===== config.mk =====
export PLATFORM = sky130hd
export DESIGN_NAME = fifo_queue_unique_key
export DESIGN_NICKNAME = d
export VERILOG_FILES = /design/src/fqk_pkg.sv /design/src/fqk_ram.sv /design/src/fqk_ctrl.sv /design/src/fqk_dp.sv /design/src/fifo_queue_unique_key.sv
export SDC_FILE = /design/constraint.sdc
export NUM_CORES = 1
export LEC_CHECK = 0
export ABC_AREA = 1
export BUFFER_PORTS_ARGS = -buffer_cell sky130_fd_sc_hd__buf_2
export CAP_MARGIN = 10
export CORE_ASPECT_RATIO = 2
export CORE_MARGIN = 2
export CORE_UTILIZATION = 50
export DETAILED_ROUTE_END_ITERATION = 6
export GPL_TIMING_DRIVEN = 0
export PLACE_DENSITY_LB_ADDON = 0.05
export SETUP_SLACK_MARGIN = 0.02
export SYNTH_ARGS = -nofsm -noshare
export SYNTH_HDL_FRONTEND = slang
export SYNTH_SLANG_ARGS = --single-unit

===== constraint.sdc =====
create_clock -name i_clk -period 5.5 [get_ports i_clk]
set_input_delay 0.275 -clock i_clk [delete_from_list [all_inputs] [get_ports i_clk]]
set_output_delay 0.275 -clock i_clk [all_outputs]
set_load 0.02 [all_outputs]

===== src/fqk_pkg.sv =====
`timescale 1ns / 1ps
package fqk_pkg;

    localparam int OP_W       = 2;
    localparam int KEY_W      = 31;
    localparam int HANDLE_W   = 16;
    localparam int ST_W       = 2;
    localparam int DEPTH_DEF  = 16;

    localparam logic [OP_W-1:0] OP_INSERT = 2'd0;
    localparam logic [OP_W-1:0] OP_REMOVE = 2'd1;
    localparam logic [OP_W-1:0] OP_PEEK   = 2'd2;
    localparam logic [OP_W-1:0] OP_SEARCH = 2'd3;

    localparam logic [ST_W-1:0] ST_OK   = 2'd0;
    localparam logic [ST_W-1:0] ST_DUP  = 2'd1;
    localparam logic [ST_W-1:0] ST_NONE = 2'd2;
    localparam logic [ST_W-1:0] ST_FULL = 2'd3;

    // commands from the controller to the datapath
    typedef struct packed {
        logic load;     // latch request, arm the key scan
        logic scan;     // step the key scan
        logic head_rd;  // read the oldest slot
        logic finish;   // close the request and register the result
    } t_cmd;

    typedef struct packed {
        logic scan_done;
    } t_stat;

endpackage


===== src/fqk_ram.sv =====
`timescale 1ns / 1ps
module fqk_ram #(
    parameter int WIDTH = 8,
    parameter int DEPTH = 16
) (
    input  logic                     i_clk,
    input  logic                     i_we,
    input  logic [$clog2(DEPTH)-1:0] i_waddr,
    input  logic [WIDTH-1:0]         i_wdata,
    input  logic [$clog2(DEPTH)-1:0] i_raddr,
    output logic [WIDTH-1:0]         o_rdata
);

    logic [WIDTH-1:0] r_mem [DEPTH];
    logic [WIDTH-1:0] r_rdata;

    always_ff @(posedge i_clk) begin
        if (i_we) begin
            r_mem[i_waddr] <= i_wdata;
        end
        r_rdata <= r_mem[i_raddr];
    end

    assign o_rdata = r_rdata;

endmodule


===== src/fqk_ctrl.sv =====
`timescale 1ns / 1ps
module fqk_ctrl
    import fqk_pkg::*;
(
    input  logic            i_clk,
    input  logic            i_rst_n,
    input  logic            i_start,
    input  logic [OP_W-1:0] i_op,
    input  t_stat           i_stat,
    output t_cmd            o_cmd,
    output logic            o_busy
);

    localparam logic [1:0] S_IDLE = 2'd0;
    localparam logic [1:0] S_SCAN = 2'd1;
    localparam logic [1:0] S_HEAD = 2'd2;
    localparam logic [1:0] S_HDAT = 2'd3;

    logic [1:0] r_state;
    logic [1:0] n_state;

    always_comb begin
        n_state = r_state;
        o_cmd   = '0;
        case (r_state)
            S_IDLE: begin
                if (i_start) begin
                    o_cmd.load = 1'b1;
                    if (i_op == OP_REMOVE || i_op == OP_PEEK) begin
                        n_state = S_HEAD;
                    end else begin
                        n_state = S_SCAN;
                    end
                end
            end
            S_SCAN: begin
                o_cmd.scan = 1'b1;
                if (i_stat.scan_done) begin
                    o_cmd.finish = 1'b1;
                    n_state      = S_IDLE;
                end
            end
            S_HEAD: begin
                o_cmd.head_rd = 1'b1;
                n_state       = S_HDAT;
            end
            S_HDAT: begin
                o_cmd.finish = 1'b1;
                n_state      = S_IDLE;
            end
            default: begin
                n_state = S_IDLE;
            end
        endcase
    end

    always_ff @(posedge i_clk) begin
        if (!i_rst_n) begin
            r_state <= S_IDLE;
        end else begin
            r_state <= n_state;
        end
    end

    assign o_busy = (r_state != S_IDLE);

endmodule


===== src/fqk_dp.sv =====
`timescale 1ns / 1ps
module fqk_dp
    import fqk_pkg::*;
#(
    parameter int DEPTH = DEPTH_DEF
) (
    input  logic                       i_clk,
    input  logic                       i_rst_n,
    input  logic [OP_W-1:0]            i_op,
    input  logic [KEY_W-1:0]           i_key,
    input  logic [HANDLE_W-1:0]        i_handle,
    input  t_cmd                       i_cmd,
    output t_stat                      o_stat,
    output logic                       o_valid,
    output logic [ST_W-1:0]            o_status,
    output logic [KEY_W-1:0]           o_out_key,
    output logic [HANDLE_W-1:0]        o_out_handle,
    output logic [$clog2(DEPTH+1)-1:0] o_count,
    output logic                       o_is_empty
);

    localparam int AW = $clog2(DEPTH);
    localparam int CW = $clog2(DEPTH+1);
    localparam int EW = KEY_W + HANDLE_W;
    localparam logic [AW-1:0] LAST_SLOT = AW'(DEPTH - 1);
    localparam logic [CW-1:0] FULL_CNT  = CW'(DEPTH);

    // request
    logic [OP_W-1:0]     r_op;
    logic [KEY_W-1:0]    r_key;
    logic [HANDLE_W-1:0] r_handle;

    // queue state
    logic [AW-1:0] r_head;
    logic [AW-1:0] r_tail;
    logic [CW-1:0] r_count;
    logic [AW-1:0] n_head;
    logic [AW-1:0] n_tail;
    logic [CW-1:0] n_count;

    // key scan
    logic [AW-1:0] r_scan_slot;
    logic [CW-1:0] r_scan_pos;
    logic          r_cmp_vld;

    // result
    logic                r_valid;
    logic [ST_W-1:0]     r_status;
    logic [KEY_W-1:0]    r_okey;
    logic [HANDLE_W-1:0] r_ohdl;
    logic [CW-1:0]       r_ocount;
    logic [ST_W-1:0]     n_status;
    logic [KEY_W-1:0]    n_okey;
    logic [HANDLE_W-1:0] n_ohdl;

    logic                ram_we;
    logic [AW-1:0]       ram_raddr;
    logic [EW-1:0]       ram_rdata;
    logic [KEY_W-1:0]    rd_key;
    logic [HANDLE_W-1:0] rd_handle;
    logic                hit;
    logic                full;
    logic                scan_issue;

    fqk_ram #(
        .WIDTH (EW),
        .DEPTH (DEPTH)
    ) u_ram (
        .i_clk   (i_clk),
        .i_we    (ram_we),
        .i_waddr (r_tail),
        .i_wdata ({r_key, r_handle}),
        .i_raddr (ram_raddr),
        .o_rdata (ram_rdata)
    );

    assign rd_key     = ram_rdata[EW-1 -: KEY_W];
    assign rd_handle  = ram_rdata[HANDLE_W-1:0];
    assign ram_raddr  = i_cmd.head_rd ? r_head : r_scan_slot;
    assign hit        = r_cmp_vld && (rd_key == r_key);
    assign full       = (r_count == FULL_CNT);
    assign scan_issue = (r_scan_pos < r_count);

    // the last compare lands in the cycle where the position reaches the count
    assign o_stat.scan_done = hit || !scan_issue;

    assign ram_we = i_cmd.finish && (r_op == OP_INSERT) && !hit && !full;

    always_comb begin
        n_head   = r_head;
        n_tail   = r_tail;
        n_count  = r_count;
        n_status = ST_OK;
        n_okey   = '0;
        n_ohdl   = '0;
        case (r_op)
            OP_INSERT: begin
                if (hit) begin
                    n_status = ST_DUP;
                end else if (full) begin
                    n_status = ST_FULL;
                end else begin
                    n_tail  = (r_tail == LAST_SLOT) ? '0 : r_tail + 1'b1;
                    n_count = r_count + 1'b1;
                end
            end
            OP_REMOVE, OP_PEEK: begin
                if (r_count == '0) begin
                    n_status = ST_NONE;
                end else begin
                    n_okey = rd_key;
                    n_ohdl = rd_handle;
                    if (r_op == OP_REMOVE) begin
                        n_head  = (r_head == LAST_SLOT) ? '0 : r_head + 1'b1;
                        n_count = r_count - 1'b1;
                    end
                end
            end
            OP_SEARCH: begin
                if (hit) begin
                    n_okey = rd_key;
                    n_ohdl = rd_handle;
                end else begin
                    n_status = ST_NONE;
                end
            end
            default: begin
                n_status = ST_NONE;
            end
        endcase
    end

    always_ff @(posedge i_clk) begin
        if (!i_rst_n) begin
            r_head    <= '0;
            r_tail    <= '0;
            r_count   <= '0;
            r_valid   <= 1'b0;
            r_cmp_vld <= 1'b0;
        end else begin
            r_valid <= i_cmd.finish;
            if (i_cmd.finish) begin
                r_head  <= n_head;
                r_tail  <= n_tail;
                r_count <= n_count;
            end
            if (i_cmd.load) begin
                r_cmp_vld <= 1'b0;
            end else if (i_cmd.scan) begin
                r_cmp_vld <= scan_issue;
            end
        end
    end

    always_ff @(posedge i_clk) begin
        if (i_cmd.load) begin
            r_op        <= i_op;
            r_key       <= i_key;
            r_handle    <= i_handle;
            r_scan_slot <= r_head;
            r_scan_pos  <= '0;
        end else if (i_cmd.scan && scan_issue) begin
            r_scan_slot <= (r_scan_slot == LAST_SLOT) ? '0 : r_scan_slot + 1'b1;
            r_scan_pos  <= r_scan_pos + 1'b1;
        end
        if (i_cmd.finish) begin
            r_status <= n_status;
            r_okey   <= n_okey;
            r_ohdl   <= n_ohdl;
            r_ocount <= n_count;
        end
    end

    assign o_valid      = r_valid;
    assign o_status     = r_status;
    assign o_out_key    = r_okey;
    assign o_out_handle = r_ohdl;
    assign o_count      = r_ocount;
    assign o_is_empty   = (r_ocount == '0);

endmodule


===== src/fifo_queue_unique_key.sv =====
`timescale 1ns / 1ps
// First-in first-out queue of up to DEPTH key/handle entries with unique keys.
// A request is taken when start is high and busy is low; its one result shows
// on the o_ ports for a single cycle with o_valid high and must be captured
// then, since the block cannot be held off. Insert and search walk the stored
// keys from the oldest through the single read port of the entry RAM, one key
// per cycle, and stop early on a key match. Remove and peek read the oldest
// slot. Busy drops in the strobe cycle, so the next request may be issued
// alongside the result.
module fifo_queue_unique_key
    import fqk_pkg::*;
#(
    parameter int DEPTH = DEPTH_DEF
) (
    input  logic                       i_clk,
    input  logic                       i_rst_n,
    input  logic                       start,
    output logic                       busy,
    input  logic [OP_W-1:0]            i_op,
    input  logic [KEY_W-1:0]           i_key,
    input  logic [HANDLE_W-1:0]        i_handle,
    output logic                       o_valid,
    output logic [ST_W-1:0]            o_status,
    output logic [KEY_W-1:0]           o_out_key,
    output logic [HANDLE_W-1:0]        o_out_handle,
    output logic [$clog2(DEPTH+1)-1:0] o_count,
    output logic                       o_is_empty
);

    t_cmd  cmd;
    t_stat stat;

    fqk_ctrl u_ctrl (
        .i_clk   (i_clk),
        .i_rst_n (i_rst_n),
        .i_start (start),
        .i_op    (i_op),
        .i_stat  (stat),
        .o_cmd   (cmd),
        .o_busy  (busy)
    );

    fqk_dp #(
        .DEPTH (DEPTH)
    ) u_dp (
        .i_clk        (i_clk),
        .i_rst_n      (i_rst_n),
        .i_op         (i_op),
        .i_key        (i_key),
        .i_handle     (i_handle),
        .i_cmd        (cmd),
        .o_stat       (stat),
        .o_valid      (o_valid),
        .o_status     (o_status),
        .o_out_key    (o_out_key),
        .o_out_handle (o_out_handle),
        .o_count      (o_count),
        .o_is_empty   (o_is_empty)
    );

endmodule

==> results of run 1 <==
==> registers in the layout (all words and copies together), names as in the netlist, 4 cells and up <==
register            count
u_dp.r_key             31
u_dp.r_handle          16
u_dp.r_count            5
u_dp.o_count            5
u_dp.r_scan_slot        4
u_dp.o_out_key         31
u_dp.u_ram.o_rdata     47
u_dp.u_ram.r_mem      752
u_dp.r_tail             4
u_dp.r_head             4
u_dp.r_scan_pos         5
u_dp.o_out_handle      16
==> metal layers <==
| metal | vias to the layer above | part of all wire |
|---|---|---|
| met5 | - | 0 |
| met4 | 0 | 0.079 |
| met3 | 412 | 0.069 |
| met2 | 1467 | 0.52 |
| met1 | 12519 | 0.34 |
| li1 | 10727 | - |
==> report_power, final <==
| group | internal (mW) | switching [mW] |
|---|---|---|
| clock | 3.13 | 2.61 |
| combinational | 0.978 | 2.84 |
| sequential | 8.11 | 0.347 |
| total | 12.2 | 5.80 |
==> cell usage in the layout, fill, tap and decap left out, types with 5 or more instances in the layout <==
cell and instances:
a21boi_0 5, a21oi_1 12, buf_12 32, buf_16 5, buf_2 180, buf_4 5, buf_6 16, clkbuf_1 73
clkbuf_16 85, clkbuf_2 5, clkbuf_8 8, clkinv_1 16, clkinv_2 14, clkinvlp_4 5, dfxtp_1 69, dlygate4sd3_1 51
edfxtp_1 859, ha_1 19, inv_1 129, nand2_1 257, nand3_1 78, nand4_1 7, nor2_1 472, nor2_4 18
o211ai_1 52, o21ai_0 333, o21ai_1 62, o221ai_1 133, o22ai_1 53, xnor2_1 8, xor2_1 9
==> worst reg2reg max path: stages (launching register included) <==
cell,delay (ns)
edfxtp_1,0.68
xnor2_1,0.56
nand2_1,0.10
nor2_1,0.14
nand2_1,0.07
nor2_1,0.11
nand2_1,0.30
nand2_1,0.20
nand2_1,0.23
nor2_4,0.25
nand2_1,0.27
nor2_4,0.70
buf_12,0.31
buf_16,0.23
==> what timing repair did <==
item                      4_1_cts  5_1_grt
setup buffers                   0        0
hold buffers                   51        0
hold endpoints to repair       53        0
==> worst max-delay path by stage <==
stage,start,end,slack (ns),cells after the start
after floorplan,u_dp.r_key[16],u_ctrl.r_state[0],0.73,13
after global placement,u_dp.r_key[14],u_ctrl.r_state[0],-3.60,10
after detailed placement,u_dp.r_key[14],u_dp.u_ram.r_mem[5][36],1.01,13
after CTS,u_dp.r_key[14],u_dp.u_ram.r_mem[6][3],1.0,13
after global routing,u_dp.r_key[22],u_dp.u_ram.r_mem[6][3],0.82,16
final,u_dp.r_key[14],u_dp.u_ram.r_mem[4][0],1.03,13
==> cell type report <==
| cell class | instances | area, µm² |
|---|---|---|
| inverter | 136 | 513.0 |
| fill | 5735 | 29720 |
| sequential | 928 | 27180 |
| multi-input combinational | 1548 | 7984 |
| clock buffer | 109 | 2297 |
| tap | 916 | 1146 |
| timing repair buffer | 197 | 1844 |
| clock inverter | 41 | 315.3 |
| buffer | 159 | 832.0 |
==> metrics by stage <==
stage,instances,area [µm²]
3_5_place_dp,3832,38970
4_1_cts,4033,42090
6_report,4034,42110
2_1_floorplan,2771,36370
5_1_grt,4034,42110
3_3_place_gp,3795,38050
==> logic make-up after synthesis <==
kind of cell	share of synthesized area
AOI/OAI and AO/OA	0.1128
buffers and inverters	0.03699
DFF	0.7473
adders and majority gates	0.006537
and+or+nand+nor	0.09231
xor gates and xnor gates	0.004094
==> metrics.cfg, run 1 <==
[synth]
synth_cell_types=44
ys_ff_latch=928
ys_top_cells_by_count=859 x edfxtp_1, 489 x nor2_1, 333 x o21ai_0
synthCells=2771
synth.avg_cell_area_um2=13.12
async_flop_share=0
synth-edff-count=859
synth_area_mm2=0.03637
post-synth-top-count-cell=edfxtp_1
synth_area_leaders=edfxtp_1 71%, nor2_1 5.0%, o21ai_0 4.6%
synth_fp_nets=2842
yosys_warnings=0
synthFlopType=edfxtp_1
synth_top_area_share=0.7093
seq_area_frac_synth=0.7473
synth_top_area_cell=edfxtp_1

[final_layout]
area_delta_synth_final_pct=15.79
utilization=0.5862
antenna_cells=0
final_nets=3124
drive_gt1_frac=0.1283

[cts]
cts_buffer_depth=3
path_clk_slew_ns=0.06
cts_made_buffers=83
ctsResizeCount=0
cts_sinks=928
h-tree-depth=3
cts_tree=built
root_buffer=clkbuf_16
clk_latency_ns=0.69

[timing]
whs_ns=0.3051
rsz0062_at_grt=no
maxSlewHeadroom=0.1187
fin_tns_setup_ns=0
hold_viol=0
max_freq_ghz=0.2238
fin_skew_ns=0.02188
worst_pin_slew_ns=1.322
setup_viol=0
layout_setup_ws_ns=1.032
finalMaxSlewViolations=0
finalCritPeriodShare=0.8124
layout_min_cycle_time_ns=4.468

[grt]
grt_usage=0.3380
grt_pass1_wl_um=176200
grt_overflow=0
grt_pass1_vias=25503
grt-busiest-layer=met2
grt_max_degree=29
grt_use_met2=0.6035
antenna_found_initial=1
use_met3=0.04966
met1_usage=0.3641

[floorplanning]
io_pins=109
chipWidth_um=194.7
start_util=0.5063
die-area_mm2=0.07504
fp.coreArea_mm2=0.07183
rows=139
die_h_um=385.4

[hold_path]
min_to=u_dp.r_key[8]
hold_depth=2
min-delay-start=i_key[8]
min_path_type=input pin to flop

[power]
peakVddDrop_mv=0.2536
power_leakage_nw=14.57
total_power_mw=18.02
pwr_density_cell_mw_per_mm2=427.9

[outcome]
outcome=finished clean

[setup_path]
r2r_slack_ns=1.03
worstSetupPathType=flop to flop
r2r-start=u_dp.r_key[14]
r2r-end=u_dp.u_ram.r_mem[4][0]
crit_path_frequent_cell=nand2_1
reg2reg_depth=13
path_cells=xnor2_1, nand2_1, nor2_1, nand2_1, nor2_1, nand2_1, nand2_1, nand2_1, nor2_4, nand2_1, nor2_4, buf_12, buf_16
worstPathArrival_ns=4.84
slowest_stage=nor2_4
crit_required_ns=5.87
cpPeakStageDelay_ns=0.70
critical_path_buf_inv_count=2
crit_path_end_kind=flop
critPathTopFamily=simple AND/OR/NAND/NOR gates
critPathLaunchType=flop
cp_max_fo=19

[placed_design]
io_buffers=108
dp_slack_ns=1.009
hpwl_um=86450
gp_congestion=0.8990

[route]
wl_per_cell_um=31.52
route.detailed.drc=0
wirelength_um=127200
firstDrtPassIters=6
vias=25125
viasPerCell=6.228
antenna_left=0
drt_iter0_markers=3000

[run]
maxCapViolations=0

Power figures use the tool's default switching activity.
==> inputs of run 2 (changes only) <==
==> constraint.sdc (replaced) <==
create_clock -name i_clk -period 4.05 [get_ports i_clk]
set_input_delay 0.2025 -clock i_clk [delete_from_list [all_inputs] [get_ports i_clk]]
set_output_delay 0.2025 -clock i_clk [all_outputs]
set_load 0.02 [all_outputs]
==> metrics.cfg, run 2 (same netlist as run 1, synthesis figures left out) <==
[timing]
rsz0062_at_grt=no
maxSlewHeadroom=0.01738  ; -0.1013
finalCritPeriodShare=0.9751  ; +0.1627
setup_viol=0  ; unchanged
hold_viol=0  ; unchanged
max_freq_ghz=0.2532  ; +13%
fin_skew_ns=0.03238  ; +0.01050 ns
fin_tns_setup_ns=0  ; unchanged
layout_min_cycle_time_ns=3.949  ; -0.5190 ns
worst_pin_slew_ns=1.474  ; +0.1520 ns
finalMaxSlewViolations=0  ; unchanged

[cts]
cts_buffer_depth=3  ; unchanged
cts_made_buffers=82  ; -1.2%
h-tree-depth=3  ; unchanged
root_buffer=clkbuf_16
cts_tree=built
path_clk_slew_ns=0.07  ; about the same
ctsResizeCount=0  ; unchanged
clk_latency_ns=0.68  ; about the same
cts_sinks=928  ; unchanged

[route]
route.detailed.drc=0  ; unchanged
viasPerCell=6.176  ; -0.84%
wl_per_cell_um=30.94  ; -1.9%
vias=25308  ; +0.73%
wirelength_um=126800  ; -0.31%
antenna_left=0  ; unchanged
drt_iter0_markers=2709  ; -9.7%
firstDrtPassIters=6  ; unchanged

[final_layout]
final_common_cell=edfxtp_1
final_nets=3186  ; +2.0%
final_cell_area_mm2=0.04272  ; +1.4%
regMostFlops=u_dp.u_ram.r_mem
mostFrequentLayoutCells=859 x edfxtp_1, 472 x nor2_1, 333 x o21ai_0, 257 x nand2_1, 180 x buf_2
area_delta_synth_final_pct=17.46
largest_register_ffs=752  ; unchanged
drive_gt1_frac=0.1462  ; +0.01794

[power]
peakVddDrop_mv=0.4094  ; +61%
pwr_density_cell_mw_per_mm2=577.7  ; +35%
power_leakage_nw=14.95  ; +2.6%

[floorplanning]
rows=139  ; unchanged
fp.coreArea_mm2=0.07183  ; unchanged
die_h_um=385.4  ; unchanged
chipWidth_um=194.7  ; unchanged
die-area_mm2=0.07504  ; unchanged
io_pins=109  ; unchanged
start_util=0.5063  ; unchanged

[grt]
antenna_found_initial=0  ; -1
grt_usage=0.3371  ; -0.0008571
grt_pass1_wl_um=176200  ; about the same
grt_overflow=0  ; unchanged
grt_max_degree=28  ; -3.4%
grt_pass1_vias=25117  ; -1.5%

[outcome]
outcome=finished clean

[placed_design]
dpl-instance-area_mm2=0.03894  ; about the same
hpwl_um=85630  ; -0.94%
io_buffers=108  ; unchanged
gp_congestion=0.9051  ; +0.68%

[setup_path]
critPathLaunchType=flop
r2r_slack_ns=0.10  ; -0.93 ns
cp_max_fo=18  ; -1
worstPathArrival_ns=4.32  ; -0.52 ns
crit_path_end_kind=flop
r2r-start=u_dp.r_key[28]
reg2reg_depth=14  ; +1
worstSetupPathType=flop to flop
r2r-end=u_dp.u_ram.r_mem[2][10]
crit_required_ns=4.42  ; -1.45 ns

[hold_path]
min_path_type=input pin to flop
min_to=u_dp.r_key[28]
hold_depth=2  ; unchanged
min-delay-start=i_key[28]

[run]
maxCapViolations=0  ; unchanged

run 2: timing repair:
item / 4_1_cts / 5_1_grt
hold endpoints to repair: 53 / 0
endpoints found under the setup margin: 460 / 364
hold buffers: 51 / 0
buffers inserted: 32 / 33
pin swaps: 14 / 1
run 2: area by class of cell:
| class | count | area, µm² |
|---|---|---|
| sequential | 928 | 27180 |
| fill | 5719 | 29110 |
| buffer | 159 | 832.0 |
| tap | 916 | 1146 |
| antenna | 2 | 5.005 |
| inverter | 136 | 513.0 |
| clock inverter | 42 | 434.2 |
| multi-input combinational | 1548 | 7984 |
| timing repair buffer | 260 | 2377 |
| clock buffer | 107 | 2250 |
run 2: worst max path at each step:
stage | start | endpoint | slack (ns) | depth (start not counted)
global route | u_dp.r_key[8] | u_dp.u_ram.r_mem[2][3] | 0.02 | 12
detailed placement | u_dp.r_key[24] | u_dp.u_ram.r_mem[4][0] | -0.44 | 14
finish | u_dp.r_key[28] | u_dp.u_ram.r_mem[2][10] | 0.10 | 14
CTS | u_dp.r_key[14] | u_dp.u_ram.r_mem[5][5] | 0.07 | 12
floorplan | u_dp.r_key[4] | u_dp.u_ram.r_mem[0][0] | -0.06 | 12
global placement | u_dp.r_key[24] | u_dp.u_ram.r_mem[4][25] | -4.24 | 12
run 2: where the power goes:
part,internal [mW],leakage [nW],switching (mW),total (mW)
clock,4.45,1.32,3.55,8.00
combinational,1.38,5.26,3.91,5.29
sequential,11.0,8.37,0.370,11.4
run 2: routing by layer:
metal  global-route usage  wire length [µm]
met1               0.3646             42200
met2               0.6059             65310
met3              0.05324              9569
met4               0.2325              9700
met5                    0                 0
run 2: per-stage QoR:
| stage | cells | worst slack, ns | utilization | power [mW] | hold WS, ns |
|---|---|---|---|---|---|
| finish | 4098 | 0.1010 | 0.5947 | 24.68 | 0.2383 |
| global route | 4096 | 0.02350 | 0.5946 | 25.36 | 0.2337 |
| CTS | 4063 | 0.06891 | 0.5902 | 24.58 | 0.2064 |
| detailed placement | 3831 | -0.4352 | 0.5422 | 16.65 | 0.3806 |
| global placement | 3795 | -4.245 | 0.5298 | 16.55 | 0.3784 |
| floorplan | 2771 | -0.05612 | - | 14.23 | 0.3014 |
run 2: critical path: stages (launching register included):
cell	delay, ns
edfxtp_1	0.73
nand2_1	0.10
nand2_1	0.30
nand2_1	0.09
nor2_1	0.11
nand2_1	0.07
nor2_1	0.12
nand2_1	0.30
nand2_1	0.19
nand2_1	0.25
nor2_4	0.25
nand2_1	0.27
nor2_4	0.33
buf_12	0.26
buf_16	0.20
